File: config.mk
export PLATFORM = sky130hd
export DESIGN_NAME = idsu_ctrl
export DESIGN_NICKNAME = d
export VERILOG_FILES = /design/src/rtl/idsu_pkg.sv /design/src/rtl/idsu_ctrl.sv
export SDC_FILE = /design/constraint.sdc
export NUM_CORES = 1
export LEC_CHECK = 0
export BUFFER_PORTS_ARGS = -buffer_cell sky130_fd_sc_hd__buf_2
export CAP_MARGIN = 25
export CORE_AREA = 2 2 39 41
export CTS_BUF_LIST = sky130_fd_sc_hd__clkbuf_16
export DETAILED_ROUTE_END_ITERATION = 10
export DIE_AREA = 0 0 41 43
export PLACE_DENSITY = 0.83
export RECOVER_POWER = 50
export SKIP_CTS_REPAIR_TIMING = 1
export SLEW_MARGIN = 20
export SYNTH_ARGS = -nofsm -noshare
export SYNTH_HDL_FRONTEND = slang
export SYNTH_SLANG_ARGS = --single-unit
File: constraint.sdc
create_clock -name clk -period 4.6 [get_ports clk]
set_clock_uncertainty 0.05 [all_clocks]
set_input_delay 0.92 -clock clk [delete_from_list [all_inputs] [get_ports clk]]
set_output_delay 0.92 -clock clk [all_outputs]
set_load 0.02 [all_outputs]
File: src/rtl/idsu_pkg.sv
`default_nettype none
package idsu_pkg;

  localparam int OPCODE_W   = 3;
  localparam int VALUE_W    = 16;
  localparam int QUANT_W    = 25;
  localparam int INDEX_W    = 4;
  localparam int STAT_W     = 64;
  localparam int CFG_IDX_W  = 2;
  localparam int CFG_DATA_W = 16;
  localparam int SUM_W      = 48;
  localparam int FRAC_BITS  = 24;

  localparam logic [OPCODE_W-1:0] OP_SAMPLE = 3'd0;
  localparam logic [OPCODE_W-1:0] OP_END    = 3'd1;
  localparam logic [OPCODE_W-1:0] OP_PCT    = 3'd2;
  localparam logic [OPCODE_W-1:0] OP_REPORT = 3'd3;
  localparam logic [OPCODE_W-1:0] OP_CLEAR  = 3'd4;

  localparam logic [CFG_IDX_W-1:0] REG_CHANNELS  = 2'd0;
  localparam logic [CFG_IDX_W-1:0] REG_WIDTH     = 2'd1;
  localparam logic [CFG_IDX_W-1:0] REG_THRESHOLD = 2'd2;

  localparam logic [INDEX_W-1:0] REP_LAST = 4'd14;

  typedef struct packed {
    logic latch;
    logic clr_stats;
    logic clr_step;
    logic smp_rd;
    logic smp_wr;
    logic mul_start;
    logic mul_step;
    logic img_end;
    logic pct_zero;
    logic rank_mul;
    logic rank_fin;
    logic walk_step;
    logic push_pct;
    logic rep_start;
    logic push_rep;
  } cmd_t;

  typedef struct packed {
    logic clr_last;
    logic mul_last;
    logic walk_found;
    logic out_free;
    logic n_zero;
    logic cur_zero;
    logic rep_last;
  } sts_t;

endpackage
`default_nettype wire

File: src/rtl/idsu_ctrl.sv
`default_nettype none
module idsu_ctrl (
  input  wire logic                    clk,
  input  wire logic                    rst_n,
  input  wire logic                    in_valid,
  input  wire logic [idsu_pkg::OPCODE_W-1:0] in_opcode,
  output logic                         in_ready,
  input  wire idsu_pkg::sts_t          sts,
  output idsu_pkg::cmd_t               cmd
);
  import idsu_pkg::*;

  localparam logic [3:0] ST_IDLE = 4'd0;
  localparam logic [3:0] ST_CLR  = 4'd1;
  localparam logic [3:0] ST_SRD  = 4'd2;
  localparam logic [3:0] ST_SWR  = 4'd3;
  localparam logic [3:0] ST_MUL  = 4'd4;
  localparam logic [3:0] ST_CMP  = 4'd5;
  localparam logic [3:0] ST_RMUL = 4'd6;
  localparam logic [3:0] ST_RFIN = 4'd7;
  localparam logic [3:0] ST_WALK = 4'd8;
  localparam logic [3:0] ST_PANS = 4'd9;
  localparam logic [3:0] ST_REP  = 4'd10;

  logic [3:0] state_r, state_nxt;

  assign in_ready = (state_r == ST_IDLE);

  always_comb begin
    state_nxt = state_r;
    cmd = '0;
    case (state_r)
      ST_IDLE: begin
        if (in_valid) begin
          cmd.latch = 1'b1;
          case (in_opcode)
            OP_SAMPLE: state_nxt = ST_SRD;
            OP_END: begin
              if (!sts.cur_zero) begin
                cmd.mul_start = 1'b1;
                state_nxt = ST_MUL;
              end
            end
            OP_PCT: begin
              if (sts.n_zero) begin
                cmd.pct_zero = 1'b1;
                state_nxt = ST_PANS;
              end else begin
                state_nxt = ST_RMUL;
              end
            end
            OP_REPORT: begin
              cmd.rep_start = 1'b1;
              state_nxt = ST_REP;
            end
            OP_CLEAR: begin
              cmd.clr_stats = 1'b1;
              state_nxt = ST_CLR;
            end
            default: state_nxt = ST_IDLE;
          endcase
        end
      end
      ST_CLR: begin
        cmd.clr_step = 1'b1;
        if (sts.clr_last) state_nxt = ST_IDLE;
      end
      ST_SRD: begin
        cmd.smp_rd = 1'b1;
        state_nxt = ST_SWR;
      end
      ST_SWR: begin
        cmd.smp_wr = 1'b1;
        state_nxt = ST_IDLE;
      end
      ST_MUL: begin
        cmd.mul_step = 1'b1;
        if (sts.mul_last) state_nxt = ST_CMP;
      end
      ST_CMP: begin
        cmd.img_end = 1'b1;
        state_nxt = ST_IDLE;
      end
      ST_RMUL: begin
        cmd.rank_mul = 1'b1;
        state_nxt = ST_RFIN;
      end
      ST_RFIN: begin
        cmd.rank_fin = 1'b1;
        state_nxt = ST_WALK;
      end
      ST_WALK: begin
        if (sts.walk_found) state_nxt = ST_PANS;
        else cmd.walk_step = 1'b1;
      end
      ST_PANS: begin
        if (sts.out_free) begin
          cmd.push_pct = 1'b1;
          state_nxt = ST_IDLE;
        end
      end
      ST_REP: begin
        if (sts.out_free) begin
          cmd.push_rep = 1'b1;
          if (sts.rep_last) state_nxt = ST_IDLE;
        end
      end
      default: state_nxt = ST_IDLE;
    endcase
  end

  always_ff @(posedge clk) begin
    if (!rst_n) state_r <= ST_CLR;
    else state_r <= state_nxt;
  end

  a_clear_after_reset: assert property (@(posedge clk)
    !rst_n |=> (state_r == ST_CLR)) else $error("no clear pass after reset");
  a_cmp_after_mul: assert property (@(posedge clk) disable iff (!rst_n)
    cmd.img_end |-> $past(cmd.mul_step && sts.mul_last))
    else $error("image compare without finished products");
  a_wr_after_rd: assert property (@(posedge clk) disable iff (!rst_n)
    cmd.smp_rd |=> cmd.smp_wr) else $error("histogram update lost");
endmodule
`default_nettype wire

==> results of run 1 <==
## worst max-delay path by stage
stage | to | cells after the start | slack [ps] | startpoint
after floorplan | cmd[13] | 5 | 1940 | state_r[2]
after global placement | cmd[9] | 4 | 2060 | in_opcode[1]
after detailed placement | cmd[9] | 4 | 2030 | in_opcode[1]
after CTS | cmd[9] | 5 | 1820 | state_r[3]
after global routing | cmd[9] | 5 | 1730 | state_r[3]
final | cmd[9] | 5 | 1810 | state_r[3]
## metrics by stage
| step | hold WS (ps) | area, um^2 | cells | worst slack [ps] |
|---|---|---|---|---|
| after CTS | 572 | 778 | 116 | 1820 |
| after global placement | 559 | 703 | 113 | 2060 |
| after global routing | 613 | 762 | 116 | 1730 |
| final | 576 | 762 | 116 | 1810 |
| after floorplan | 540 | 572 | 73 | 1940 |
| after detailed placement | 566 | 703 | 113 | 2030 |
## final cells by class
type,instances,area [um^2]
clock buffers,3,75.1
fillers,129,622
inverters,6,23.8
multi-input cells,59,432
flip-flops and latches,4,80.1
well taps,16,20.0
repair buffers,28,131
## critical path, stage by stage, from the launching register on
cell	delay, ps
dfxtp_1	420
or4_4	610
clkinv_2	90
nand2_4	70
nor4_4	200
buf_2	200
## layer usage
metal,vias up,routed length [um]
li1,321,-
met3,2,103
met1,285,624
met4,0,25
met5,-,0
met2,29,637
## power by group through the flow
stage	clock (mW)	combinational [mW]	sequential, mW
finish	0.137	0.100	0.0510
floorplan	0	0.0873	0.0412
global route	0.141	0.109	0.0523
CTS	0.139	0.103	0.0509
detailed placement	0	0.103	0.0513
global placement	0	0.100	0.0513
## cells in the final DEF (no fill, tap or decap), drive strengths merged
master  synthesis  final
nor3            7      7
o22ai           2      2
dfxtp           4      4
a21oi           2      2
o32ai           2      2
o31ai           1      1
nor3b           1      1
a211o           1      1
clkbuf          0     10
nand2           7      7
nand2b          5      5
or4b            1      1
xnor2           1      1
nand3b          3      3
mux2            1      1
inv             5      5
or4bb           1      1
or2b            1      1
mux2i           1      1
or4             1      1
nor2            8      8
buf             4     21
a21bo           2      2
a211oi          4      4
nand3           1      1
nor4            4      4
o21ai           1      1
clkinv          1      1
o21a            1      1
## Yosys cell counts (2+ instances only)
master and number:
nand2b_1 5, dfxtp_1 4, nor2_1 8, nor4_1 3
a21bo_2 2, a211oi_1 2, nand3b_1 3, nand2_1 6
buf_2 2, inv_1 5, nor3_1 6, o22ai_2 2
a211oi_2 2
## cell families after synthesis
family                    after synthesis  synth area share [%]
and+or+nand+nor                        40                  44.6
buffers and inverters                  10                  9.19
DFF                                     4                  14.0
muxes                                   2                  3.72
xor gates and xnor gates                1                  1.53
AOI/OAI and AO/OA                      16                  26.9
==> reports/qor.csv, run 1 <==
metric,value,unit
Final Cycle Share,60.6,%
leak pwr,0.328,nW
Area growth syn-to-layout,33.3,%
sequential area share after synthesis,14.0,%
FF-to-FF path depth,4,
Initial Util,41.3,%
Yosys warning total,0,
met3 Use GR,2.09,%
ratio of cells with drive above 1 in the final layout,39.0,%
WP data arrival,1820,ps
post-layout net count,115,
number of flip-flops under the largest register name,4,
CTS Buf Count,3,
final hold violations,0,
Post-synth EDFFs,0,
router iterations before antenna repair,3,
GRT Total Usage,16.1,%
synth unique cells,36,
initial antenna violation count,0,
startpoint types,register,
core area,1380,um^2
Internal Power,0.191,mW
routed vias,637,
max_cap viols,0,
clock group share of total power,47.6,%
DRC Markers,0,
Gate Count Post-Synth,73,
met1 Use GR,18.6,%
largest net degree at the start of global routing,15,
power density over cell area,379,nW/um^2
reg2reg start,state_r[0],
Row Count,14,
CP Max Fanout,13,
max_slew headroom,70.8,%
"FF+latch count, synth",4,
Max Slew Vio Count,0,
IO buf count,28,
n_diodes,0,
post-DP HPWL,1.09,mm
Clock Path Buffers,2,
die extent in y,43,um
worst min-delay path category,reg2reg,
"CTS clk-pin slew, worst paths",30,ps
switching share of power,33.7,%
largest reg by FF count,state_r,
RSZ-0062 raised after global routing,no,
global route overflow,0,
Top Usage Layer GRT,met2,
GPL Wtd Cong,0.677,
Util after Layout,55.1,%
critical path required time,3630,ps
"area leader, netlist",dfxtp_1,
Yosys top cell area share,14.0,%
Post-synth ARST share,0,%
hold path startpoint,state_r[2],
CP Class,reg2out,
GR Layer Usage met2,27.2,%
top_reg_cell synth,dfxtp_1,
vias in the first global route,489,
drt wl/cell,12.0,um
FMAX,358,MHz
CTS tree,done,
Worst Tran Pin Value,437,ps
hold path endpoint,state_r[2],
RR Endpoint,state_r[0],
Clock Latency Late Sink,230,ps
Top Registers,state_r (4),
sw power,0.0973,mW
status,finished clean,
I/O pin cnt,29,
ANT nets after route,0,
syn_nets,86,
root buf cell,clkbuf_16,
DIE AREA,1760,um^2
vias per inst,5.49,
drt total wl,1.39,mm
Die W,41,um
Worst R2R Setup Slack,2810,ps
clk sink count,4,
Syn Area/Cell,7.83,um^2
hold depth,2,
Area contributors post-synth,"dfxtp_1 (14%), nand2b_1 (5.5%), nor3_1 (5.3%)",
DRT iter0 DRCs,6,
first-pass GRT wire length,2.00,mm
Netlist Area Pre-Place,572,um^2
Clock H-tree levels,1,
power share of the combinational group,34.7,%
post-route minimum period,2790,ps
crit end category,output port,
maximum VDD drop,214,uV
final setup TNS,0,ps
final setup violation count,0,
Total Power,0.288,mW
Seq pwr share,17.7,%
No activity file was read; power rests on OpenSTA's default activity.
==> run 2: changes to the inputs <==
- CORE_AREA: 2 2 39 41 -> default
- CORE_MARGIN: default -> 1.5
- CORE_UTILIZATION: default -> 39
- DIE_AREA: 0 0 41 43 -> default
- PLACE_DENSITY: 0.83 -> 0.8
- clock period: 4.6 -> 2.3 ns (I/O delays scaled with it)
==> reports/qor.csv, run 2 (same netlist as run 1, synthesis figures left out) <==
metric,value,unit
status,finished clean,
vias per inst,5.49,
power density over cell area,746,nW/um^2
GRT Total Usage,19.2,%
Util after Layout,59.1,%
ratio of cells with drive above 1 in the final layout,41.3,%
number of flip-flops under the largest register name,4,
post-layout net count,119,
Clock Latency Late Sink,230,ps
# fillers,149,
final setup TNS,0,ps
Worst Setup SP,state_r[2],
I/O pin cnt,29,
largest net degree at the start of global routing,14,
post-route cell area,788,um^2
WP data arrival,1660,ps
GPL Wtd Cong,0.745,
Min Hold Slack,482,ps
Clock Path Buffers,2,
placed instance count,116,
root buf cell,clkbuf_16,
CTS Buf Count,3,
routed vias,653,
met3 WL,114,um
reg2reg start,state_r[2],
DRC Markers,0,
slowest cell delay on critical path,580,ps
hold path startpoint,rst_n,
Initial Util,42.9,%
CTS tree,done,
"CTS clk-pin slew, worst paths",30,ps
die extent in y,41.3,um
vias in the first global route,555,
RSZ-0062 raised after global routing,no,
maximum VDD drop,326,uV
placed inst area,732,um^2
largest reg by FF count,state_r,
Row Count,13,
first-pass GRT wire length,2.13,mm
post-DP HPWL,1.12,mm
most common library cell in the layout ignoring fill and taps,buf_2,
drt wl/cell,12.1,um
DIE AREA,1700,um^2
most frequent cells in the layout,"buf_2 (22), nor2_1 (8), clkbuf_1 (7)",
CP Class,reg2out,
FMAX,461,MHz
initial antenna violation count,0,
Metal-1 WL,619,um
IO buf count,28,
Post-Layout Cell Count,119,
critical path required time,1790,ps
CP cell instances,or4_4 > clkinv_2 > nand2_4 > nor4_4 > buf_2,
ANT nets after route,0,
post-route minimum period,2170,ps
final setup violation count,0,
core area,1330,um^2
Worst R2R Setup Slack,480,ps
final hold violations,0,
n_diodes,0,
worst min-delay path category,in2reg,
CP Max Fanout,5,
Area growth syn-to-layout,37.9,%
area taken by multi-input logic gates,432,um^2
startpoint types,register,
Top Metal Used,met4,
Final Cycle Share,94.2,%
router iterations before antenna repair,2,
DRT iter0 DRCs,3,
clk sink count,4,
Clock H-tree levels,1,
max_cap viols,0,
Max Slew Vio Count,0,
drt total wl,1.44,mm
global route overflow,0,
Die W,41.3,um
Top Registers,state_r (4),
Storage cell area,80.1,um^2
slowest cell on the critical path,or4_4,
crit end category,output port,
met2 WL,688,um
Worst Tran Pin Value,422,ps
leak pwr,0.348,nW
max_slew headroom,71.8,%
run 2: cell type report:
class | count | area share (%)
Multi-Input combinational cell | 59 | 54.8
Sequential cell | 4 | 10.2
Timing Repair Buffer | 32 | 20.2
Tap cell | 15 | 2.38
Clock buffer | 3 | 9.52
Inverter | 6 | 3.02
run 2: layer usage:
layer / up-vias / global-route usage, %
met1: 290 / 18.3
li1: 333 / -
met2: 28 / 39.5
met5: - / 0
met3: 2 / 3.72
met4: 0 / 7.26
run 2: metrics by stage:
stage	worst slack [ps]	total power, mW
floorplan	99.1	0.257
global placement	393	0.317
detailed placement	374	0.321
CTS	132	0.599
global route	93.3	0.618
finish	132	0.588
run 2: worst max-delay path: cells and delay by family (launching register included):
kind | cells | cell delay [ps]
and+or+nand+nor | 3 | 850
DFF | 1 | 300
buffers and inverters | 2 | 290
run 2: worst paths after layout:
kind | to | depth (start not counted)
hold / removal | state_r[3] | 3
setup reg to reg | state_r[0] | 5
setup / recovery | cmd[9] | 5
hold reg to reg | state_r[3] | 3
run 2: where the power goes:
| group | total (mW) | switching, mW | internal, mW |
|---|---|---|---|
| clock | 0.274 | 0.0515 | 0.222 |
| sequential | 0.0821 | 0.00393 | 0.0782 |
| combinational | 0.232 | 0.140 | 0.0917 |
==> run 3: changes to the inputs <==
- GPL_TIMING_DRIVEN: default -> 0
- SLEW_MARGIN: 20 -> default
==> reports/qor.csv, run 3 (same netlist as run 1, synthesis figures left out) <==
metric,value,unit
status,finished clean,
Clock Path Buffers,2,
CP Class,reg2out,
root buf cell,clkbuf_16,
vias in the first global route,497,
drt wl/cell,12.4,um
FMAX,452,MHz
Worst Tran Pin Value,453,ps
# fillers,133,
DRT iter0 DRCs,7,
Util after Layout,60.3,%
Top Registers,state_r (4),
I/O pin cnt,29,
global route overflow,0,
GPL Wtd Cong,0.727,
power density over cell area,741,nW/um^2
max_cap viols,0,
ratio of cells with drive above 1 in the final layout,43.8,%
GRT Total Usage,17.9,%
maximum VDD drop,377,uV
DIE AREA,1700,um^2
router iterations before antenna repair,4,
Area growth syn-to-layout,40.7,%
RSZ-0062 raised after global routing,no,
worst min-delay path category,in2reg,
drt total wl,1.49,mm
Initial Util,42.9,%
met2 WL,722,um
most frequent cells in the layout,"buf_2 (22), nor2_1 (8), clkbuf_1 (6), nand2_1 (6), nor3_1 (6)",
post-DP HPWL,1.11,mm
initial antenna violation count,0,
area taken by multi-input logic gates,432,um^2
vias per inst,5.50,
final setup violation count,0,
hold depth,3,
Top Metal Used,met3,
Metal-1 WL,644,um
final hold violations,0,
die extent in y,41.3,um
post-layout net count,120,
DRC Markers,0,
leak pwr,0.357,nW
met3 WL,124,um
most common library cell in the layout ignoring fill and taps,buf_2,
Clock Latency Late Sink,220,ps
RR Endpoint,state_r[0],
FF-to-FF path depth,4,
"CTS clk-pin slew, worst paths",30,ps
core area,1330,um^2
WP data arrival,1700,ps
clk sink count,4,
IO buf count,28,
n_diodes,0,
Final Cycle Share,96.2,%
largest reg by FF count,state_r,
startpoint types,register,
CTS Buf Count,3,
Die W,41.3,um
critical path required time,1790,ps
max_slew headroom,69.7,%
ANT nets after route,0,
post-route minimum period,2210,ps
Row Count,13,
largest net degree at the start of global routing,11,
hold path endpoint,state_r[3],
routed vias,660,
reg2reg start,state_r[0],
CTS tree,done,
CP Max Fanout,11,
number of flip-flops under the largest register name,4,
Worst Setup SP,state_r[0],
crit end category,output port,
Clock H-tree levels,1,
Min Hold Slack,477,ps
Total Power,0.596,mW
Max Slew Vio Count,0,
Storage cell area,81.3,um^2
hold path startpoint,rst_n,
first-pass GRT wire length,2.02,mm
Worst R2R Setup Slack,580,ps
-- run 3: critical path, cell delays in order (launching register included) --
cell and delay [ps]:
dfxtp_2 370, or4_4 580, clkinv_2 90, nand2_4 70
nor4_4 190, buf_4 170
-- run 3: area by class of cell --
| class | count | share of cell area (%) |
|---|---|---|
| repair buffers | 30 | 18.8 |
| plain buffers | 3 | 2.80 |
| clock buffers | 3 | 9.33 |
| multi-input cells | 59 | 53.7 |
| inverters | 6 | 2.95 |
| well taps | 15 | 2.33 |
| flip-flops and latches | 4 | 10.1 |
-- run 3: through the flow --
stage / setup TNS, ps / cells / setup WS, ps / cell area (um^2)
2_1_floorplan: 0 / 73 / 99.1 / 572
3_3_place_gp: 0 / 116 / 239 / 731
3_5_place_dp: 0 / 116 / 237 / 731
4_1_cts: -6.25 / 119 / -6.25 / 806
5_1_grt: 0 / 120 / 16.6 / 805
6_report: 0 / 120 / 88.3 / 805
-- run 3: power breakdown --
part	total (mW)	switching (mW)	internal, mW	leakage (nW)
clock	0.267	0.0454	0.222	0.0370
sequential	0.0981	0.0186	0.0796	0.0325
combinational	0.231	0.132	0.0988	0.287
total	0.596	0.196	0.400	0.357
-- run 3: metal layers --
layer | GRT usage [%] | up-vias
met5 | 0 | -
met4 | 4.84 | 0
met3 | 4.79 | 0
met2 | 32.4 | 34
met1 | 20.5 | 293
li1 | - | 333
-- run 3: worst max-delay path by stage --
stage	slack, ps	depth (start not counted)	endpoint
floorplan	100	5	cmd[13]
global placement	240	6	cmd[9]
detailed placement	240	6	cmd[9]
CTS	-6	6	cmd[9]
global route	20	5	cmd[9]
finish	90	5	cmd[9]
